$ cat config.mk
export PLATFORM = sky130hd
export DESIGN_NAME = rgb_gray_brightness_contrast_top
export DESIGN_NICKNAME = d
export VERILOG_FILES = /design/src/rtl/core/rgbbc_pkg.sv /design/src/rtl/core/rgbbc_cfg.sv /design/src/rtl/core/rgbbc_group.sv /design/src/rtl/core/rgbbc_scale.sv /design/src/rtl/core/rgbbc_out.sv /design/src/rtl/core/rgb_gray_brightness_contrast_top.sv
export SDC_FILE = /design/constraint.sdc
export NUM_CORES = 1
export LEC_CHECK = 0
export BUFFER_PORTS_ARGS = -buffer_cell sky130_fd_sc_hd__buf_2
export CORE_UTILIZATION = 34
export CTS_CLUSTER_DIAMETER = 40
export DETAILED_ROUTE_END_ITERATION = 10
export PLACE_DENSITY = 0.59
export SYNTH_ARGS = -nofsm -noshare
export SYNTH_HDL_FRONTEND = slang
export SYNTH_SLANG_ARGS = --single-unit
$ cat constraint.sdc
create_clock -name clk -period 25 [get_ports clk]
set_clock_uncertainty 0.15 [all_clocks]
set_input_delay 0 -clock clk [delete_from_list [all_inputs] [get_ports clk]]
set_output_delay 0 -clock clk [all_outputs]
set_load 0.1 [all_outputs]
$ cat src/rtl/core/rgbbc_pkg.sv
// Shared types and constants for the gray/brightness/contrast pipeline.
package rgbbc_pkg;

	localparam int CFG_IDX_W = 3;
	localparam int CFG_DATA_W = 24;

	localparam logic [CFG_IDX_W-1:0] REG_IMAGE_KIND = 3'd0;
	localparam logic [CFG_IDX_W-1:0] REG_GRAYIFY    = 3'd1;
	localparam logic [CFG_IDX_W-1:0] REG_CHAN_PICK  = 3'd2;
	localparam logic [CFG_IDX_W-1:0] REG_PASS_INDEX = 3'd3;
	localparam logic [CFG_IDX_W-1:0] REG_BRIGHTNESS = 3'd4;
	localparam logic [CFG_IDX_W-1:0] REG_CONTRAST   = 3'd5;

	localparam logic [1:0] KIND_BITMAP = 2'd0;
	localparam logic [1:0] KIND_GRAY   = 2'd1;
	localparam logic [1:0] KIND_COLOR  = 2'd2;

	// 100 percent in 16.16
	localparam logic signed [24:0] CONTRAST_UNIT = 25'sd6553600;

	// floor(x/3) = (x*683) >> 11 for x < 2048
	localparam logic [9:0] RECIP3 = 10'd683;
	localparam int RECIP3_SHIFT = 11;

	// floor(x/100) = (x*167773) >> 24 for x < 199728
	localparam logic [17:0] RECIP100 = 18'd167773;
	localparam int RECIP100_SHIFT = 24;

	localparam logic signed [11:0] MID_LEVEL = 12'sd128;
	localparam logic signed [11:0] MAX_LEVEL = 12'sd255;

	typedef struct packed {
		logic [1:0]         image_kind;
		logic               grayify;
		logic               chan_pick;
		logic [1:0]         pass_index;
		logic signed [23:0] brightness;
		logic signed [23:0] contrast;
	} cfg_t;

endpackage

$ cat src/rtl/core/rgbbc_cfg.sv
// Configuration register file.
module rgbbc_cfg (
	input  logic                             clk,
	input  logic                             arst_n,
	input  logic                             cfg_we,
	input  logic [rgbbc_pkg::CFG_IDX_W-1:0]  cfg_index,
	input  logic [rgbbc_pkg::CFG_DATA_W-1:0] cfg_data,
	output rgbbc_pkg::cfg_t                  cfg
);
	import rgbbc_pkg::*;

	cfg_t cfg_q;

	always_ff @(posedge clk or negedge arst_n) begin
		if (!arst_n) begin
			cfg_q.image_kind <= KIND_COLOR;
			cfg_q.grayify    <= 1'b0;
			cfg_q.chan_pick  <= 1'b0;
			cfg_q.pass_index <= 2'd0;
			cfg_q.brightness <= '0;
			cfg_q.contrast   <= '0;
		end else if (cfg_we) begin
			case (cfg_index)
				REG_IMAGE_KIND: cfg_q.image_kind <= cfg_data[1:0];
				REG_GRAYIFY:    cfg_q.grayify    <= cfg_data[0];
				REG_CHAN_PICK:  cfg_q.chan_pick  <= cfg_data[0];
				REG_PASS_INDEX: cfg_q.pass_index <= cfg_data[1:0];
				REG_BRIGHTNESS: cfg_q.brightness <= cfg_data;
				REG_CONTRAST:   cfg_q.contrast   <= cfg_data;
				default: ;
			endcase
		end
	end

	assign cfg = cfg_q;

endmodule

$ cat src/rtl/core/rgbbc_group.sv
// Stage 1: triple grouping (gray average or channel pick) and input register.
module rgbbc_group (
	input  logic            clk,
	input  logic            arst_n,
	input  rgbbc_pkg::cfg_t cfg,
	input  logic            in_valid,
	output logic            in_ready,
	input  logic [7:0]      data_byte,
	input  logic            frame_start,
	input  logic            nxt_ready,
	output logic            valid_s1,
	output logic [8:0]      val_s1
);
	import rgbbc_pkg::*;

	logic [1:0]  phase_q;
	logic [9:0]  psum_q;
	logic [1:0]  phase;
	logic [9:0]  psum;
	logic [10:0] sum;
	logic [20:0] q3_prod;
	logic [1:0]  chan;
	logic        grouping;
	logic        emit;
	logic        accept;
	logic [8:0]  val;
	logic [1:0]  phase_nxt;
	logic [9:0]  psum_nxt;

	assign in_ready = !valid_s1 || nxt_ready;
	assign accept = in_valid && in_ready;

	always_comb begin
		case (cfg.pass_index)
			2'd0:    chan = 2'd1;
			2'd1:    chan = 2'd2;
			2'd2:    chan = 2'd0;
			default: chan = 2'd1;
		endcase
	end

	always_comb begin
		phase = frame_start ? 2'd0 : phase_q;
		psum = frame_start ? 10'd0 : psum_q;
		sum = {1'b0, psum} + {3'd0, data_byte};
		q3_prod = 21'(sum) * 21'(RECIP3);
		grouping = (cfg.image_kind == KIND_COLOR) && (cfg.grayify || cfg.chan_pick);
		emit = 1'b1;
		val = {1'b0, data_byte};
		phase_nxt = phase;
		psum_nxt = psum;
		if (grouping) begin
			phase_nxt = (phase >= 2'd2) ? 2'd0 : phase + 2'd1;
			if (cfg.grayify) begin
				if (phase >= 2'd2) begin
					val = q3_prod[RECIP3_SHIFT+8:RECIP3_SHIFT];
					psum_nxt = 10'd0;
				end else begin
					emit = 1'b0;
					psum_nxt = sum[9:0];
				end
			end else begin
				emit = (phase == chan);
			end
		end
	end

	always_ff @(posedge clk or negedge arst_n) begin
		if (!arst_n) begin
			phase_q <= 2'd0;
			psum_q <= 10'd0;
			valid_s1 <= 1'b0;
		end else begin
			if (accept) begin
				phase_q <= phase_nxt;
				psum_q <= psum_nxt;
			end
			if (in_ready)
				valid_s1 <= accept && emit;
		end
	end

	always_ff @(posedge clk) begin
		if (accept && emit)
			val_s1 <= val;
	end

endmodule

$ cat src/rtl/core/rgbbc_scale.sv
// Stage 2: sign/magnitude product of (byte-128) and contrast gain.
module rgbbc_scale (
	input  logic            clk,
	input  logic            arst_n,
	input  rgbbc_pkg::cfg_t cfg,
	input  logic            valid_s1,
	input  logic [8:0]      val_s1,
	output logic            ready_s1,
	input  logic            nxt_ready,
	output logic            valid_s2,
	output logic [32:0]     mag_s2,
	output logic            neg_s2,
	output logic [7:0]      byte_s2
);
	import rgbbc_pkg::*;

	logic signed [9:0]  diff;
	logic signed [24:0] gain;
	logic [8:0]         diff_mag;
	logic [23:0]        gain_mag;
	logic [9:0]         diff_neg;
	logic [24:0]        gain_neg;

	assign ready_s1 = !valid_s2 || nxt_ready;

	always_comb begin
		diff = signed'({1'b0, val_s1}) - 10'sd128;
		gain = 25'(cfg.contrast) + CONTRAST_UNIT;
		diff_neg = -diff;
		gain_neg = -gain;
		diff_mag = diff[9] ? diff_neg[8:0] : diff[8:0];
		gain_mag = gain[24] ? gain_neg[23:0] : gain[23:0];
	end

	always_ff @(posedge clk or negedge arst_n) begin
		if (!arst_n)
			valid_s2 <= 1'b0;
		else if (ready_s1)
			valid_s2 <= valid_s1;
	end

	always_ff @(posedge clk) begin
		if (ready_s1 && valid_s1) begin
			mag_s2 <= 33'(diff_mag) * 33'(gain_mag);
			neg_s2 <= diff[9] ^ gain[24];
			byte_s2 <= val_s1[7:0];
		end
	end

endmodule

$ cat src/rtl/core/rgbbc_out.sv
// Stage 3: divide by 100%, add brightness, clamp, output register; bitmaps pass through.
module rgbbc_out (
	input  logic            clk,
	input  logic            arst_n,
	input  rgbbc_pkg::cfg_t cfg,
	input  logic            valid_s2,
	input  logic [32:0]     mag_s2,
	input  logic            neg_s2,
	input  logic [7:0]      byte_s2,
	output logic            ready_s2,
	output logic            out_valid,
	input  logic            out_ready,
	output logic [7:0]      out_byte
);
	import rgbbc_pkg::*;

	logic [16:0]        x;
	logic [34:0]        q_prod;
	logic [10:0]        q;
	logic signed [11:0] sq;
	logic signed [11:0] bright;
	logic signed [11:0] v;
	logic [7:0]         adj;
	logic               out_valid_q;
	logic [7:0]         out_byte_q;

	assign ready_s2 = !out_valid_q || out_ready;

	always_comb begin
		x = mag_s2[32:16];
		q_prod = 35'(x) * 35'(RECIP100);
		q = q_prod[RECIP100_SHIFT+10:RECIP100_SHIFT];
		sq = neg_s2 ? -signed'({1'b0, q}) : signed'({1'b0, q});
		bright = 12'($signed(cfg.brightness[23:16]));
		v = sq + bright + MID_LEVEL;
		if (v < 12'sd0)
			adj = 8'd0;
		else if (v > MAX_LEVEL)
			adj = 8'hFF;
		else
			adj = v[7:0];
	end

	always_ff @(posedge clk or negedge arst_n) begin
		if (!arst_n)
			out_valid_q <= 1'b0;
		else if (ready_s2)
			out_valid_q <= valid_s2;
	end

	always_ff @(posedge clk) begin
		if (ready_s2 && valid_s2)
			out_byte_q <= (cfg.image_kind == KIND_BITMAP) ? byte_s2 : adj;
	end

	assign out_valid = out_valid_q;
	assign out_byte = out_byte_q;

endmodule

$ cat src/rtl/core/rgb_gray_brightness_contrast_top.sv
// A beat is registered in every stage; bytes dropped by grouping give no beat.
// Throughput: one beat per cycle through three registered stages (group, multiply,
// divide/clamp); in_ready falls only when all stages hold data and out_ready is low.
// Reset: pipeline empties, grouping phase and partial sum clear, image_kind resets to
// color, all other config registers to zero.
module rgb_gray_brightness_contrast_top (
	input  logic                             clk,
	input  logic                             arst_n,
	input  logic                             cfg_we,
	input  logic [rgbbc_pkg::CFG_IDX_W-1:0]  cfg_index,
	input  logic [rgbbc_pkg::CFG_DATA_W-1:0] cfg_data,
	input  logic                             in_valid,
	output logic                             in_ready,
	input  logic [7:0]                       data_byte,
	input  logic                             frame_start,
	output logic                             out_valid,
	input  logic                             out_ready,
	output logic [7:0]                       out_byte
);
	import rgbbc_pkg::*;

	cfg_t        cfg;
	logic        valid_s1;
	logic [8:0]  val_s1;
	logic        ready_s1;
	logic        valid_s2;
	logic [32:0] mag_s2;
	logic        neg_s2;
	logic [7:0]  byte_s2;
	logic        ready_s2;

	rgbbc_cfg u_cfg (
		.clk       (clk),
		.arst_n    (arst_n),
		.cfg_we    (cfg_we),
		.cfg_index (cfg_index),
		.cfg_data  (cfg_data),
		.cfg       (cfg)
	);

	rgbbc_group u_group (
		.clk         (clk),
		.arst_n      (arst_n),
		.cfg         (cfg),
		.in_valid    (in_valid),
		.in_ready    (in_ready),
		.data_byte   (data_byte),
		.frame_start (frame_start),
		.nxt_ready   (ready_s1),
		.valid_s1    (valid_s1),
		.val_s1      (val_s1)
	);

	rgbbc_scale u_scale (
		.clk       (clk),
		.arst_n    (arst_n),
		.cfg       (cfg),
		.valid_s1  (valid_s1),
		.val_s1    (val_s1),
		.ready_s1  (ready_s1),
		.nxt_ready (ready_s2),
		.valid_s2  (valid_s2),
		.mag_s2    (mag_s2),
		.neg_s2    (neg_s2),
		.byte_s2   (byte_s2)
	);

	rgbbc_out u_out (
		.clk       (clk),
		.arst_n    (arst_n),
		.cfg       (cfg),
		.valid_s2  (valid_s2),
		.mag_s2    (mag_s2),
		.neg_s2    (neg_s2),
		.byte_s2   (byte_s2),
		.ready_s2  (ready_s2),
		.out_valid (out_valid),
		.out_ready (out_ready),
		.out_byte  (out_byte)
	);

endmodule

==> results of run 1 <==
## worst min path at each step
| stage | start | end | slack (ns) |
|---|---|---|---|
| 6_report | arst_n | u_cfg.cfg[7] | 0.13 |
| 5_1_grt | arst_n | u_cfg.cfg[7] | 0.21 |
| 4_1_cts | arst_n | u_cfg.cfg[7] | 0.15 |
| 3_5_place_dp | arst_n | u_cfg.cfg[7] | 0.03 |
| 3_3_place_gp | arst_n | u_cfg.cfg[7] | 0.02 |
| 2_1_floorplan | arst_n | u_cfg.cfg[0] | -0.45 |
## final cells by class
class	count	area, um2	share of cell area
multi-input combinational	1471	14800	0.707
timing repair buffer	105	768	0.0366
clock buffer	9	225	0.0107
inverter	398	1490	0.0712
clock inverter	7	109	0.00519
tap	748	936	0.0446
sequential	96	2620	0.125
## flip-flops by register name, summed over array words and instances, names as in the netlist
signal,cells
u_scale.valid_s2,1
u_group.psum_q,10
u_out.out_valid,1
u_group.valid_s1,1
u_out.out_byte,8
u_scale.neg_s2,1
u_scale.byte_s2,8
u_cfg.cfg,38
u_scale.mag_s2,17
u_group.phase_q,2
u_group.val_s1,9
## worst max-delay path: cells and delay by family (launching register included)
| kind | cells | cell delay [ns] |
|---|---|---|
| adder cells (fa/ha/maj) | 9 | 4.18 |
| AND/OR/NAND/NOR | 9 | 2.54 |
| AO/OA/AOI/OAI | 6 | 1.78 |
| flip-flops | 1 | 0.53 |
| buffers and inverters | 4 | 0.23 |
| XOR/XNOR | 1 | 0.15 |
## routing by layer
layer,part of all wire,wire length (um),GRT usage
met5,0.00020,9,0
met4,0.026,1160,0.0526
met3,0.035,1580,0.0147
met2,0.49,21900,0.285
met1,0.45,20400,0.216
## repair_timing
item                                    CTS  global route
endpoints found under the setup margin    0             0
hold buffers                             42             0
resized for setup                         0             0
endpoints found under the hold margin   104             0
## cells by family (layout without fill, tap and decap cells)
group / count (synthesis) / in the layout / synth area share
buf+inv: 438 / 519 / 0.0864
simple gates: 503 / 503 / 0.123
fa+ha+maj: 576 / 576 / 0.493
flops: 96 / 96 / 0.138
xor+xnor: 102 / 102 / 0.0469
mux: 54 / 54 / 0.0310
compound gates: 236 / 236 / 0.0821
## synth_stat cells (3+ instances only)
| cell | n | area (um2) |
|---|---|---|
| inv_1 | 398 | 1490 |
| fa_1 | 291 | 5830 |
| ha_1 | 285 | 3570 |
| nand2_1 | 206 | 773 |
| nor2_1 | 111 | 417 |
| a21oi_1 | 58 | 290 |
| xnor2_1 | 57 | 499 |
| o21ai_0 | 56 | 280 |
| dfrtp_1 | 52 | 1300 |
| xor2_1 | 45 | 394 |
| edfxtp_1 | 43 | 1290 |
| mux2_2 | 40 | 450 |
| clkbuf_1 | 39 | 146 |
| nor3_1 | 30 | 150 |
| nor2b_1 | 29 | 181 |
| nand3_1 | 23 | 115 |
| and2_1 | 22 | 138 |
| a21o_1 | 21 | 158 |
| nand2b_1 | 21 | 131 |
| mux2i_1 | 14 | 140 |
| o21bai_1 | 10 | 75.1 |
| nand4_1 | 9 | 56.3 |
| nor4_1 | 9 | 56.3 |
| o211ai_1 | 9 | 67.6 |
| o21a_1 | 9 | 67.6 |
| a22o_1 | 8 | 70.1 |
| o31ai_1 | 8 | 60.1 |
| or3_1 | 8 | 50.1 |
| a22oi_1 | 7 | 52.6 |
| a211oi_1 | 6 | 45.0 |
| or2_2 | 6 | 37.5 |
| or4_1 | 6 | 45.0 |
| and3_1 | 5 | 31.3 |
| a2111oi_0 | 4 | 35.0 |
| a21boi_0 | 4 | 30.0 |
| a31oi_1 | 4 | 25.0 |
| nor3b_1 | 4 | 30.0 |
| a211o_1 | 3 | 26.3 |
| a31o_2 | 3 | 26.3 |
| nand3b_1 | 3 | 22.5 |
## stage by stage
step | cells | utilization | instance area (um2) | worst slack [ns] | hold WS (ns)
finish | 2834 | 0.380 | 21000 | 15.19 | 0.133
global route | 2834 | 0.380 | 21000 | 14.67 | 0.206
CTS | 2834 | 0.380 | 21000 | 15.26 | 0.152
detailed placement | 2776 | 0.366 | 20200 | 15.24 | 0.0332
global placement | 2776 | 0.366 | 20200 | 15.58 | 0.0227
floorplan | 2005 | - | 19000 | 16.26 | -0.446
==> run metrics, run 1 <==
number of global-route vias before repair 15.0k; Post-synth EDFFs 43; Inserted Diodes 0; fmax 102 MHz; clock-pin slew on the worst setup and hold paths 0.08 ns; slowest CP cell nor3_1; kind of end point of the critical path flop; period utilization 0.392; die area 0.0570 mm2; root buffer selected by CTS clkbuf_16; Async S/R FF share, synth 0.552; Tot GR Track Use 0.164; yosys warns 0; CTS Buf Count 9; setup bufs post-CTS 0; Synth Register Bits 96; Slowest Stage Delay on Critical Path 0.84 ns; critical path type flop to flop; worst skew pair latency 0.38 ns; Setup crit end u_out.out_byte[0]; Avg Inst Size Synth 9.50 um2; via count 14.0k; first-pass GRT wire length 74,900 um; outcome complete, no violations; MaxCap Viol Count 0; CTS tree yes; Antenna Nets Post-Route 0; Netlist Area Pre-Place 0.0190 mm2; Die Ht 239 um; Mapped Cells 2,005; setup TNS 0 ns; crit path from u_scale.mag_s2[31]; final estimated routing congestion in global placement 0.913; Final HPWL DP 38,300 um; initial drt markers 586; drt drc 0; Critical Path Fanout Max 13; Hold Crit Class input pin to asynchronous set/reset pin; core area 0.0552 mm2; DR vias/cell 4.95; RSZ-0062 raised after global routing no; P&R area growth vs syn 10.1%; Unique masters post-synth 72; reg-to-reg slack, setup 15.19 ns; share of post-route cells with drive strength above 1 0.0695; final wirelength 45,000 um; # rows 86; fillers 5,547; gr ovfl total 0; Rel. slew slack 0.276; most frequent CP cell fa_1; top_reg_cell synth dfrtp_1; Tightest Pin Transition 1.08 ns; r2r endpoint u_out.out_byte[0]; Final setup viols 0; initial core utilization 0.345; commonest non-fill, non-tap cell in the layout inv_1; # port buffers 50; most frequent cells in the layout inv_1, fa_1, ha_1, nand2_1, nor2_1; minimum clock period after layout 9.81 ns; htree depth 3; Synth Net Count 2,622; register area share after synthesis 0.138; drt pass-1 iters 5; largest net degree at the start of global routing 54; Fin. Hold Viols 0; IO Pins 51; worst reg2reg startpoint u_scale.mag_s2[31]; reg2reg path depth 29; CTS sink cnt 96; critical path arrival 9.78 ns; Slew Viols, Final 0; Die X 239 um; critical path startpoint category flop; Max Buffers Root-to-Sink 2; antenna violations before repair 3; wire per inst 15.9 um; CP required 24.97 ns; Final #Nets 2,698
Power of run 1 is not shown: default switching activity piles up to over one toggle a cycle in this logic, so the estimate is an artifact.
==> inputs of run 2 (changes only) <==
- clock period: 25 -> 9.06 ns (I/O delays scaled with it)
==> run metrics, run 2 (synthesis results as in run 1) <==
GR met1 Demand/Resource 0.217 (+0.000911); reg-to-reg slack, setup 0.30 ns (-14.89 ns); PnR worst setup slack 0.302 ns (-14.89 ns); CTS Buf Count 9 (unchanged); DR vias/cell 4.89 (-1.2%); Slowest Stage Delay on Critical Path 0.56 ns (-0.28 ns); fmax 114 MHz (+12%); drt pass-1 iters 5 (unchanged); critical path type flop to flop; placed instance area 0.0205 mm2 (+1.4%); htree depth 3 (unchanged); gr busiest metal met2; CP required 9.16 ns (-15.81 ns); Tot GR Track Use 0.165 (+0.000171); met3 Use GR 0.0206 (+0.00589); Tightest Pin Transition 1.09 ns (+0.0136 ns); Critical Path Fanout Max 13 (unchanged); Die X 239 um (unchanged); kind of end point of the critical path flop; # port buffers 50 (unchanged); Fin. Hold Viols 0 (unchanged); gr ovfl total 0 (unchanged); Inserted Diodes 0 (unchanged); Rel. slew slack 0.267 (-0.00911); share of post-route cells with drive strength above 1 0.113 (+0.0432); minimum clock period after layout 8.76 ns (-1.05 ns); Hold Crit Class input pin to asynchronous set/reset pin; Antenna Nets Post-Route 0 (unchanged); antenna violations before repair 2 (-1); CTS sink cnt 96 (unchanged); Slew Viols, Final 0 (unchanged); CTS tree yes; wire per inst 15.8 um (-0.28%); critical path arrival 8.86 ns (-0.92 ns); final estimated routing congestion in global placement 0.900 (-1.5%); max reg flops 38 (unchanged); root buffer selected by CTS clkbuf_16; largest net degree at the start of global routing 54 (unchanged); Final HPWL DP 38,900 um (+1.7%); final non-filler cell area 0.0216 mm2 (+3.2%); Final #Nets 2,751 (+2.0%); most frequent cells in the layout inv_1, fa_1, ha_1, nand2_1, nor2_1; final wirelength 45,700 um (+1.6%); most frequent CP cell fa_1; MaxCap Viol Count 0 (unchanged); first-pass GRT wire length 75,000 um (+0.16%); Max Buffers Root-to-Sink 2 (unchanged); critical path startpoint category flop; core area 0.0552 mm2 (unchanged); P&R area growth vs syn 13.6%; drt drc 0 (unchanged); commonest non-fill, non-tap cell in the layout inv_1; Die Ht 239 um (unchanged); period utilization 0.967 (+0.574); grt met2 use 0.280 (-0.00423); initial core utilization 0.345 (unchanged); via count 14.1k (+0.67%); outcome complete, no violations; clock-pin slew on the worst setup and hold paths 0.07 ns (about the same); number of global-route vias before repair 14.9k (-0.72%); # rows 86 (unchanged); slowest CP cell or4b_4; initial drt markers 607 (+3.6%); IO Pins 51 (unchanged); pre-CTS setup slack -0.0253 ns (-15.27 ns); die area 0.0570 mm2 (unchanged); worst skew pair latency 0.38 ns (about the same); Final setup viols 0 (unchanged)
run 2: cell count changes in the layout (fill, tap and decap cells not counted), sizes merged:
cell / before / now
clkbuf: 9 / 10
clkinvlp: 0 / 2
bufinv: 2 / 0
inv: 402 / 401
buf: 63 / 115
dlygate4sd3: 42 / 43
run 2: final cells by class:
class,count,area (um2)
Fill cell,5469,33600
Clock buffer,10,229
Inverter,398,1490
Tap cell,748,936
Multi-Input combinational cell,1471,15100
Clock inverter,6,52.6
Sequential cell,96,2620
Timing Repair Buffer,158,1170
run 2: path summary, 6_finish.rpt:
| kind | from | endpoint | depth (start not counted) |
|---|---|---|---|
| max | u_scale.mag_s2[20] | u_out.out_byte[3] | 30 |
| min in group clk | cfg_data[6] | u_cfg.cfg[6] | 3 |
| min | arst_n | u_cfg.cfg[8] | 3 |
| max reg2reg | u_scale.mag_s2[20] | u_out.out_byte[3] | 30 |
| max in group asynchronous | arst_n | u_cfg.cfg[40] | 3 |
| min reg2reg | u_group.val_s1[1] | u_scale.byte_s2[1] | 0 |
run 2: worst max-delay path: cells and delay by family, from the launching register on:
kind | cells | cell delay, ns
adder cells (fa/ha/maj) | 9 | 3.73
AO/OA/AOI/OAI | 8 | 1.55
AND/OR/NAND/NOR | 5 | 1.86
flip-flops | 1 | 0.46
multiplexers | 1 | 0.12
XOR/XNOR | 1 | 0.16
buffers and inverters | 6 | 0.59
run 2: metrics by stage:
stage          setup TNS (ns)  utilization  hold WS [ns]  instances
4_1_cts                     0        0.385         0.145       2874
2_1_floorplan               0            -        -0.446       2005
6_report                    0        0.392         0.127       2887
3_5_place_dp          -0.0446        0.372        0.0265       2815
3_3_place_gp                0        0.372        0.0205       2815
5_1_grt                -0.244        0.392         0.209       2887
run 2: per-layer routing:
| layer | up-vias | share of wire |
|---|---|---|
| li1 | 6724 | - |
| met3 | 61 | 0.037 |
| met4 | 2 | 0.021 |
| met5 | - | 0.00028 |
| met1 | 7082 | 0.45 |
| met2 | 241 | 0.49 |
run 2: what timing repair did:
action	in CTS	in global routing
cloned	0	1
buffers inserted	0	12
endpoints found under the hold margin	105	0
hold buffers	43	0
resized for setup	4	66
pin swaps	0	25
setup endpoints to repair	6	8
Power of run 2 is left out for the same reason.
==> inputs of run 3 (changes only) <==
- CORE_UTILIZATION: 34 -> 56
- PLACE_DENSITY: 0.59 -> 0.84
- RECOVER_POWER: not set -> 100
==> run metrics, run 3 (synthesis results as in run 1) <==
outcome finished, violations left; failing checks max-capacitance violations, max-slew violations; Slowest Stage Delay on Critical Path 0.58 ns (+0.02 ns); Die Ht 186 um (-22%); most frequent cells in the layout inv_1, fa_1, ha_1, nand2_1, nor2_1; Inserted Diodes 0 (unchanged); die area 0.0347 mm2 (-39%); Antenna Nets Post-Route 0 (unchanged); gr ovfl total 0 (unchanged); share of post-route cells with drive strength above 1 0.0983 (-0.0144); Slew Viols, Final 81 (+81); root buffer selected by CTS clkbuf_16; MaxCap Viol Count 2 (+2); Critical Path Fanout Max 7 (-6); final wirelength 46,700 um (+2.2%); clock-pin slew on the worst setup and hold paths 0.07 ns (about the same); Die X 186 um (-22%); number of global-route vias before repair 16.1k (+7.4%); antenna violations before repair 0 (-2); Final setup viols 0 (unchanged); Tot GR Track Use 0.269 (+0.105); wire per inst 18.2 um (+15%); # port buffers 50 (unchanged); commonest non-fill, non-tap cell in the layout inv_1; IO Pins 51 (unchanged); CTS tree yes; DR vias/cell 5.81 (+19%); Fin. Hold Viols 0 (unchanged); kind of end point of the critical path flop; core area 0.0335 mm2 (-39%); max reg flops 38 (unchanged); Final #Nets 2,738 (-0.47%); CP required 9.14 ns (-0.02 ns); slowest CP cell fa_1; critical path type flop to flop; most frequent CP cell fa_1; initial core utilization 0.568 (+0.223); final estimated routing congestion in global placement 0.968 (+7.6%); htree depth 3 (unchanged); drt drc 0 (unchanged); minimum clock period after layout 8.91 ns (+0.147 ns); Final HPWL DP 37,800 um (-3.0%); CTS Buf Count 9 (unchanged); # rows 67 (-22%); drt pass-1 iters 6 (+1); fmax 112 MHz (-1.7%); initial drt markers 984 (+62%); Final Util 0.630 (+0.239); CTS sink cnt 96 (unchanged); critical path startpoint category flop; Hold Crit Class input pin to flop; Rel. slew slack -1.06 (-1.32); Tightest Pin Transition 3.09 ns (+2.00 ns); largest net degree at the start of global routing 54 (unchanged); period utilization 0.983 (+0.0163); first-pass GRT wire length 75,500 um (+0.71%); P&R area growth vs syn 11.0%; via count 15.0k (+6.1%); worst skew pair latency 0.36 ns (-0.02 ns); critical path arrival 8.99 ns (+0.13 ns); Max Buffers Root-to-Sink 2 (unchanged)
==> run 3: cell types whose count changed in the layout (fill, tap and decap cells not counted), sizes merged <==
cell,delta
clkbuf,+19
buf,-31
dlygate4sd3,-1
==> run 3: critical path: cells and delay by family (launching register included) <==
kind	cells	cell delay [ns]
buffers and inverters	6	0.48
DFF	1	0.42
xor gates and xnor gates	1	0.07
AOI/OAI and AO/OA	7	1.75
and+or+nand+nor	8	1.31
muxes	3	0.64
adders and majority gates	9	3.93
==> run 3: final timing paths <==
kind	start	to	slack [ns]	cells after the start
max	u_scale.mag_s2[32]	u_out.out_byte[3]	0.15	34
min	cfg_data[2]	u_cfg.cfg[2]	0.25	3
max reg2reg	u_scale.mag_s2[32]	u_out.out_byte[3]	0.15	34
min reg2reg	u_group.psum_q[7]	u_group.psum_q[7]	0.35	1
max in group asynchronous	arst_n	u_cfg.cfg[44]	5.87	3
min in group asynchronous	arst_n	u_cfg.cfg[8]	1.13	3
==> run 3: area by class of cell <==
class / count / area (um2)
clock buffer: 10 / 229
clock inverter: 6 / 48.8
fill: 2606 / 12400
inverter: 398 / 1490
multi-input combinational: 1471 / 15100
sequential: 96 / 2620
tap: 448 / 561
timing repair buffer: 145 / 1070
==> run 3: metal layers <==
layer  vias to the layer above  track usage  share of wire
met5                         -            0              0
met4                         0        0.117          0.041
met3                       175       0.0425          0.071
met2                       701        0.476           0.50
met1                      7376        0.324           0.38
li1                       6712            -              -
==> run 3: what timing repair did <==
item | in CTS | in global routing
setup endpoints to repair | 8 | 8
buffers inserted | 0 | 17
cloned | 0 | 1
hold endpoints to repair | 105 | 0
gates resized for setup | 15 | 50
hold buffers | 42 | 0
pin swaps | 1 | 39
==> run 3: through the flow <==
step                      instances  instance area, um2  TNS [ns]  hold WS, ns  worst slack, ns
final                          2574               21100         0        0.248            0.155
after global routing           2574               21100    -0.870        0.265           -0.139
after CTS                      2556               20800         0        0.167          0.00854
after detailed placement       2498               20000     -1.63       0.0334           -0.229
after global placement         2498               20000         0       0.0165            0.105
after floorplan                2005               19000         0       -0.446            0.321
Power of run 3 is left out for the same reason.
